$ cat config.mk
export PLATFORM = sky130hd
export DESIGN_NAME = roulette_wheel_selector_unit
export DESIGN_NICKNAME = d
export VERILOG_FILES = /design/src/rtl/rws_pkg.sv /design/src/rtl/rws_datapath.sv /design/src/rtl/rws_ctrl.sv /design/src/rtl/roulette_wheel_selector_unit.sv
export SDC_FILE = /design/constraint.sdc
export NUM_CORES = 2
export LEC_CHECK = 0
export BUFFER_PORTS_ARGS = -buffer_cell sky130_fd_sc_hd__buf_2
export CAP_MARGIN = 5
export CORE_ASPECT_RATIO = 0.6
export CORE_MARGIN = 2
export CORE_UTILIZATION = 50
export DETAILED_ROUTE_END_ITERATION = 7
export GPL_TIMING_DRIVEN = 0
export HOLD_SLACK_MARGIN = 0.1
export PLACE_DENSITY_LB_ADDON = 0.08
export SYNTH_ARGS = -nofsm -noshare
export SYNTH_HDL_FRONTEND = slang
export SYNTH_HIERARCHICAL = 1
export SYNTH_SLANG_ARGS = --single-unit
$ cat constraint.sdc
create_clock -name clk -period 11.25 [get_ports clk]
set_input_delay 2.8125 -clock clk [delete_from_list [all_inputs] [get_ports clk]]
set_output_delay 2.8125 -clock clk [all_outputs]
set_load 0.01 [all_outputs]
$ cat src/rtl/rws_pkg.sv
// Shared types and constants for the roulette wheel selector.
// Holds the transaction structs, command codes and controller/datapath links.
// No dependencies.
package rws_pkg;

    // Table and field sizes
    localparam int POP_MAX = 64;
    localparam int IDX_W   = $clog2(POP_MAX);
    localparam int CNT_W   = $clog2(POP_MAX + 1);
    localparam int FIT_W   = 32;
    localparam int SUM_W   = FIT_W + IDX_W;
    localparam int DRAW_W  = 10;
    localparam int PROD_W  = SUM_W + DRAW_W;

    // Scale of the random draw (thousandths)
    localparam logic [DRAW_W-1:0] SCALE = DRAW_W'(1000);

    // Command codes; code 3 is unused and ignored
    localparam logic [1:0] CMD_CLEAR = 2'd0;
    localparam logic [1:0] CMD_LOAD  = 2'd1;
    localparam logic [1:0] CMD_DRAW  = 2'd2;

    typedef struct packed {
        logic [1:0]        cmd;
        logic [FIT_W-1:0]  fitness_value;
        logic [DRAW_W-1:0] random_draw;
    } item_t;

    typedef struct packed {
        logic [IDX_W-1:0] selected_index;
        logic             empty_flag;
    } result_t;

    // Controller states
    typedef enum logic [2:0] {
        ST_IDLE,
        ST_CHECK,
        ST_LOOP,
        ST_READ,
        ST_MULT,
        ST_STEP,
        ST_EMIT
    } state_t;

    // Commands from controller to datapath
    typedef struct packed {
        logic clear;
        logic load;
        logic capture;
        logic setup;
        logic read;
        logic mult;
        logic step;
        logic emit;
    } dp_cmd_t;

    // Status from datapath to controller
    typedef struct packed {
        logic empty;
        logic done;
        logic out_free;
    } dp_status_t;

endpackage

$ cat src/rtl/rws_datapath.sv
// Datapath of the roulette wheel selector: cumulative-sum memory, totals,
// binary-search bounds, multipliers and the result register.
// Depends on rws_pkg.
module rws_datapath
    import rws_pkg::*;
(
    input  logic       clk,
    input  logic       rst_n,
    input  dp_cmd_t    cmd,
    input  item_t      item,
    input  logic       result_stall,
    output dp_status_t status,
    output logic       result_valid,
    output result_t    result
);

    logic [SUM_W-1:0]  mem [POP_MAX];
    logic [SUM_W-1:0]  rd_data_reg;
    logic [PROD_W-1:0] prod_reg;
    logic [PROD_W-1:0] target_reg;
    logic [DRAW_W-1:0] draw_reg;

    logic [CNT_W-1:0]  count_reg,  count_next;
    logic [SUM_W-1:0]  total_reg,  total_next;
    logic [IDX_W-1:0]  lo_reg,     lo_next;
    logic [IDX_W-1:0]  hi_reg,     hi_next;
    logic              result_valid_reg, result_valid_next;
    result_t           result_reg, result_next;

    logic [IDX_W:0]    mid_sum;
    logic [IDX_W-1:0]  mid;
    logic [SUM_W-1:0]  load_sum;
    logic              full;
    logic              empty;

    assign mid_sum  = {1'b0, lo_reg} + {1'b0, hi_reg};
    assign mid      = mid_sum[IDX_W:1];
    assign load_sum = total_reg + SUM_W'(item.fitness_value);
    assign full     = (count_reg == CNT_W'(POP_MAX));
    assign empty    = (count_reg == '0) || (total_reg == '0);

    // Report to the controller
    assign status.empty    = empty;
    assign status.done     = (lo_reg == hi_reg);
    assign status.out_free = !result_valid_reg || !result_stall;

    // Next values of control and search registers
    always_comb
    begin
        count_next        = count_reg;
        total_next        = total_reg;
        lo_next           = lo_reg;
        hi_next           = hi_reg;
        result_valid_next = result_valid_reg;
        result_next       = result_reg;

        if (cmd.clear)
        begin
            count_next = '0;
            total_next = '0;
        end
        if (cmd.load && !full)
        begin
            count_next = count_reg + CNT_W'(1);
            total_next = load_sum;
        end
        if (cmd.setup)
        begin
            lo_next = '0;
            hi_next = IDX_W'(count_reg - CNT_W'(1));
        end
        // Narrow the search: keep mid when it qualifies, else move past it
        if (cmd.step)
        begin
            if (prod_reg > target_reg)
                hi_next = mid;
            else
                lo_next = mid + IDX_W'(1);
        end

        // Drop the result once taken, load a new one on emit
        if (result_valid_reg && !result_stall)
            result_valid_next = 1'b0;
        if (cmd.emit)
        begin
            result_valid_next         = 1'b1;
            result_next.empty_flag    = empty;
            result_next.selected_index = empty ? '0 : lo_reg;
        end
    end

    // Control registers
    always_ff @(posedge clk or negedge rst_n)
    begin
        if (!rst_n)
        begin
            count_reg        <= '0;
            total_reg        <= '0;
            lo_reg           <= '0;
            hi_reg           <= '0;
            result_valid_reg <= 1'b0;
        end
        else
        begin
            count_reg        <= count_next;
            total_reg        <= total_next;
            lo_reg           <= lo_next;
            hi_reg           <= hi_next;
            result_valid_reg <= result_valid_next;
        end
    end

    // Payload registers and memory
    always_ff @(posedge clk)
    begin
        result_reg <= result_next;
        if (cmd.load && !full)
            mem[count_reg[IDX_W-1:0]] <= load_sum;
        if (cmd.capture)
            draw_reg <= item.random_draw;
        if (cmd.setup)
            target_reg <= PROD_W'(draw_reg) * PROD_W'(total_reg);
        if (cmd.read)
            rd_data_reg <= mem[mid];
        if (cmd.mult)
            prod_reg <= PROD_W'(rd_data_reg) * PROD_W'(SCALE);
    end

    assign result_valid = result_valid_reg;
    assign result       = result_reg;

`ifndef NO_ASSERTIONS
    a_count_range: assert property (@(posedge clk) disable iff (!rst_n)
        count_reg <= CNT_W'(POP_MAX))
        else $error("member count beyond table size");

    a_bounds_order: assert property (@(posedge clk) disable iff (!rst_n)
        lo_reg <= hi_reg)
        else $error("search bounds crossed");

    a_empty_index: assert property (@(posedge clk) disable iff (!rst_n)
        result_valid_reg && result_reg.empty_flag |-> result_reg.selected_index == '0)
        else $error("empty result carries a nonzero index");

    a_emit_free: assert property (@(posedge clk) disable iff (!rst_n)
        cmd.emit |-> !result_valid_reg || !result_stall)
        else $error("result overwritten while stalled");
`endif

endmodule

$ cat src/rtl/rws_ctrl.sv
// Controller of the roulette wheel selector: sequences clear, load and the
// binary search of a draw. Depends on rws_pkg.
module rws_ctrl
    import rws_pkg::*;
(
    input  logic       clk,
    input  logic       rst_n,
    input  logic       item_valid,
    input  logic [1:0] item_cmd,
    input  dp_status_t status,
    output logic       item_stall,
    output dp_cmd_t    cmd
);

    state_t state_reg, state_next;
    logic   accept;

    assign accept = item_valid && !item_stall;

    // Advance the state
    always_ff @(posedge clk or negedge rst_n)
    begin
        if (!rst_n)
            state_reg <= ST_IDLE;
        else
            state_reg <= state_next;
    end

    // Next state
    always_comb
    begin
        state_next = state_reg;
        case (state_reg)
            ST_IDLE:
            begin
                if (accept && item_cmd == CMD_DRAW)
                    state_next = ST_CHECK;
            end
            ST_CHECK:
            begin
                if (status.empty)
                    state_next = ST_EMIT;
                else
                    state_next = ST_LOOP;
            end
            ST_LOOP:
            begin
                if (status.done)
                    state_next = ST_EMIT;
                else
                    state_next = ST_READ;
            end
            ST_READ: state_next = ST_MULT;
            ST_MULT: state_next = ST_STEP;
            ST_STEP: state_next = ST_LOOP;
            ST_EMIT:
            begin
                if (status.out_free)
                    state_next = ST_IDLE;
            end
            default: state_next = ST_IDLE;
        endcase
    end

    // Outputs
    always_comb
    begin
        cmd        = '0;
        item_stall = 1'b1;
        case (state_reg)
            ST_IDLE:
            begin
                item_stall  = 1'b0;
                cmd.clear   = accept && (item_cmd == CMD_CLEAR);
                cmd.load    = accept && (item_cmd == CMD_LOAD);
                cmd.capture = accept && (item_cmd == CMD_DRAW);
            end
            ST_CHECK: cmd.setup = !status.empty;
            ST_LOOP:  ;
            ST_READ:  cmd.read = 1'b1;
            ST_MULT:  cmd.mult = 1'b1;
            ST_STEP:  cmd.step = 1'b1;
            ST_EMIT:  cmd.emit = status.out_free;
            default:  ;
        endcase
    end

`ifndef NO_ASSERTIONS
    a_emit_returns: assert property (@(posedge clk) disable iff (!rst_n)
        cmd.emit |=> state_reg == ST_IDLE)
        else $error("controller did not return to idle after emit");

    a_draw_starts: assert property (@(posedge clk) disable iff (!rst_n)
        cmd.capture |=> state_reg == ST_CHECK)
        else $error("draw accepted but search not started");

    a_step_after_mult: assert property (@(posedge clk) disable iff (!rst_n)
        cmd.step |-> $past(cmd.mult))
        else $error("search step without a fresh product");
`endif

endmodule

$ cat src/rtl/roulette_wheel_selector_unit.sv
// Roulette wheel selector, top level: controller plus datapath.
// Clear, load and unused codes are taken in the idle state. A draw occupies the unit
// from its accept through a check, the binary search over the n loaded members and
// the emit; an empty table or zero total skips the search. Each search step reads
// the table, multiplies and narrows the bounds; a stalled result holds the emit.
// rst_n (async, active low) empties the table and drops any pending result.
module roulette_wheel_selector_unit
    import rws_pkg::*;
(
    input  logic    clk,
    input  logic    rst_n,
    input  logic    item_valid,
    output logic    item_stall,
    input  item_t   item,
    output logic    result_valid,
    input  logic    result_stall,
    output result_t result
);

    dp_cmd_t    cmd;
    dp_status_t status;

    rws_ctrl u_ctrl (
        .clk        (clk),
        .rst_n      (rst_n),
        .item_valid (item_valid),
        .item_cmd   (item.cmd),
        .status     (status),
        .item_stall (item_stall),
        .cmd        (cmd)
    );

    rws_datapath u_datapath (
        .clk          (clk),
        .rst_n        (rst_n),
        .cmd          (cmd),
        .item         (item),
        .result_stall (result_stall),
        .status       (status),
        .result_valid (result_valid),
        .result       (result)
    );

endmodule

==> impl_metrics.toml <==
[global_routing]
grtUsageTotal_pct = 30.2
antenna_found_initial = 56
grt_pass1_vias = 66300
gr-total-overflow = 0
grt_pass1_wl_um = 521000
grt_max_degree = 66

[floorplanning]
core-area_um2 = 243000
rows = 140
io_pins = 57
initial_core_util_pct = 50.3
die_width_um = 642
dieArea_um2 = 248000
die_y_um = 387

[outcome]
status = "complete, but fails checks"
violations = "capacitance limit, slew limit"

[synthesis]
ys_warn_count = 6
yosys.area_share.simple_pct = 4.39
netlist_instances = 6970
synth_fa_ha_area_share_pct = 9.79
yosysSeqAreaShare_pct = 64.7
synthFlopType = "edfxtp_1"
synthMuxAreaShare_pct = 13.3
synth_compound_area_share_pct = 4.03
ys_seq_elements = 2641
syn_avg_cell_area_um2 = 17.5
ys_async_sr_fraction_pct = 2.31
synth.distinct_cells = 87
synth_enable_flop_cells = 2580
synth_area_um2 = 122000
synthXorXnorAreaFrac_pct = 0.960
syn_nets = 7715
synth_top_family_by_area = "multiplexers"

[timing]
max_freq_mhz = 124
fin_crit_ns = 8.04
fin_crit_sh_pct = 71.5
finalSetupTns_ns = 0
tightest_slew_ns = 1.60
clock_skew_ns = 0.0904
relSlewSlack_pct = -7.16
setup_viol = 0
grt_setup_unrepaired = "no"
hold_viol = 0
slew_violations = 5

[place]
io_buffers = 56
place_congestion = 1.01
dp_hpwl_um = 279000
post-place-cells = 10500

[clock_tree]
clkLatencyLatePin_ns = 0.91
cts_resized = 0
htreeDepth = 4
cts-root-buf = "clkbuf_16"
clock_path_buffers = 4
tritoncts = "built"
clk_pin_slew_ns = 0.06
cts_buffers = 242
ctsHoldBuffers = 0
clock-sinks = 2641
cts_setup_buffers = 0

[layout]
finish.utilization_pct = 57.4
fill_cells = 18700
area_growth_pct = 14.2
nets = 8252
drive_gt1_share_pct = 20.2
final_cell_mix = "edfxtp_1, mux4_2, inv_1"
layout_commonest_cell = "edfxtp_1"
multiInputGateArea_um2 = 40500
largest_register_ffs = 2432
seq_area_um2 = 79000
stdcell_count = 11000

[route]
routed_wl_um = 375000
ant_nets = 0
wl_per_cell_um = 34.2
drt_iter0_markers = 10200
viasPerCell = 6.26
drc = 0
dr_total_vias = 68800
drt_pass1_iterations = 5

[worst_setup_path]
worstPathMaxFanout = 10
startpoint_type = "register"
critPathKind = "register to register"
critical_path_arrival_ns = 8.65
required_ns = 11.86
end_kind = "register"

[job]
cap_violations = 4

[worst_hold_path]
hold_path_class = "register to register"
==> routing by layer <==
metal	wire length (um)	vias up	global-route usage (%)
li1	-	27800	-
met1	164000	36700	48.3
met2	148000	3909	39.0
met3	55000	454	11.7
met4	7890	32	5.60
met5	195	-	0
==> kinds of logic after synthesis <==
kind of cell	Yosys count
compound gates	766
xor+xnor	133
fa+ha+maj	697
buf+inv	885
flops	2641
mux	809
simple gates	1039
==> metrics by stage <==
stage | hold slack [ns] | setup WS, ns | area, um2
after floorplan | 0.491 | 3.93 | 122000
after global placement | 0.504 | -2.11 | 126000
after detailed placement | 0.514 | 3.50 | 132000
after CTS | 0.530 | 3.49 | 139000
after global routing | 0.588 | 2.81 | 139000
final | 0.525 | 3.21 | 139000
==> cell usage after synthesis (4+ instances only) <==
| library cell | number | share of area, % |
|---|---|---|
| edfxtp_1 | 2580 | 63 |
| mux4_2 | 646 | 12 |
| inv_1 | 521 | 1.6 |
| fa_1 | 430 | 7.1 |
| nand2_1 | 324 | 1.0 |
| a21oi_1 | 292 | 1.2 |
| ha_1 | 267 | 2.7 |
| clkbuf_1 | 219 | 0.67 |
| and2_1 | 215 | 1.1 |
| nor2b_1 | 169 | 0.87 |
| a211oi_1 | 168 | 1.0 |
| mux2i_1 | 159 | 1.3 |
| nor2_1 | 145 | 0.45 |
| buf_2 | 108 | 0.44 |
| a21o_1 | 91 | 0.56 |
| xnor2_1 | 88 | 0.63 |
| o21ai_0 | 71 | 0.29 |
| dfrtp_1 | 61 | 1.3 |
| nand3_1 | 51 | 0.21 |
| xor2_1 | 44 | 0.32 |
| buf_1 | 32 | 0.098 |
| nand4_1 | 31 | 0.16 |
| o21ai_1 | 26 | 0.11 |
| and3_1 | 18 | 0.092 |
| nor3_1 | 17 | 0.070 |
| o21bai_1 | 17 | 0.10 |
| nand2b_1 | 16 | 0.082 |
| a31oi_1 | 14 | 0.072 |
| o211ai_1 | 12 | 0.074 |
| o21a_1 | 11 | 0.068 |
| nor4_1 | 9 | 0.046 |
| a221oi_1 | 7 | 0.050 |
| nand3b_1 | 6 | 0.037 |
| or3_1 | 6 | 0.031 |
| and4_1 | 5 | 0.036 |
| o2111ai_1 | 5 | 0.036 |
| o31ai_1 | 5 | 0.031 |
| nor3b_1 | 4 | 0.025 |
| or2_2 | 4 | 0.020 |
| or4_1 | 4 | 0.025 |
==> worst max-delay path, cell delays in order, from the launching register on <==
cell	delay, ns
edfxtp_1	0.38
clkbuf_1	0.84
clkbuf_1	0.62
and2_1	0.24
fa_1	0.46
fa_1	0.54
fa_1	0.46
fa_1	0.52
inv_1	0.06
fa_1	0.50
inv_1	0.05
ha_1	0.40
nand2_1	0.16
nor3_2	0.48
nand3_1	0.13
a211oi_1	0.61
o31ai_2	0.23
a211o_1	0.36
o21ai_2	0.29
a2111oi_0	0.17
a41oi_1	0.20
nand2_1	0.07
==> final timing paths <==
| path | startpoint | to | slack, ns | cells after the start |
|---|---|---|---|---|
| setup / recovery | u_datapath/draw_reg[9] | u_datapath/target_reg[44] | 3.21 | 21 |
| hold / removal | u_datapath/result_valid | u_datapath/result_valid | 0.52 | 2 |
| setup reg to reg | u_datapath/draw_reg[9] | u_datapath/target_reg[44] | 3.21 | 21 |
| hold reg to reg | u_datapath/result_valid | u_datapath/result_valid | 0.52 | 2 |
| max in group asynchronous | rst_n | u_datapath/total_reg[19] | 8.90 | 2 |
| min in group asynchronous | rst_n | u_ctrl/state_reg[1] | 1.71 | 1 |
==> final cells by class <==
cell class | instances | share of cell area [%]
timing repair buffer | 293 | 3.29
multi-input combinational | 3444 | 29.1
clock inverter | 154 | 1.02
clock buffer | 281 | 4.47
buffer | 364 | 1.10
tap | 3266 | 2.93
inverter | 521 | 1.40
antenna | 20 | 0.0359
sequential | 2641 | 56.7
Power is left out: the tool's default activity adds up to more than one toggle a clock period on the data nets, which glitch-free logic cannot reach.
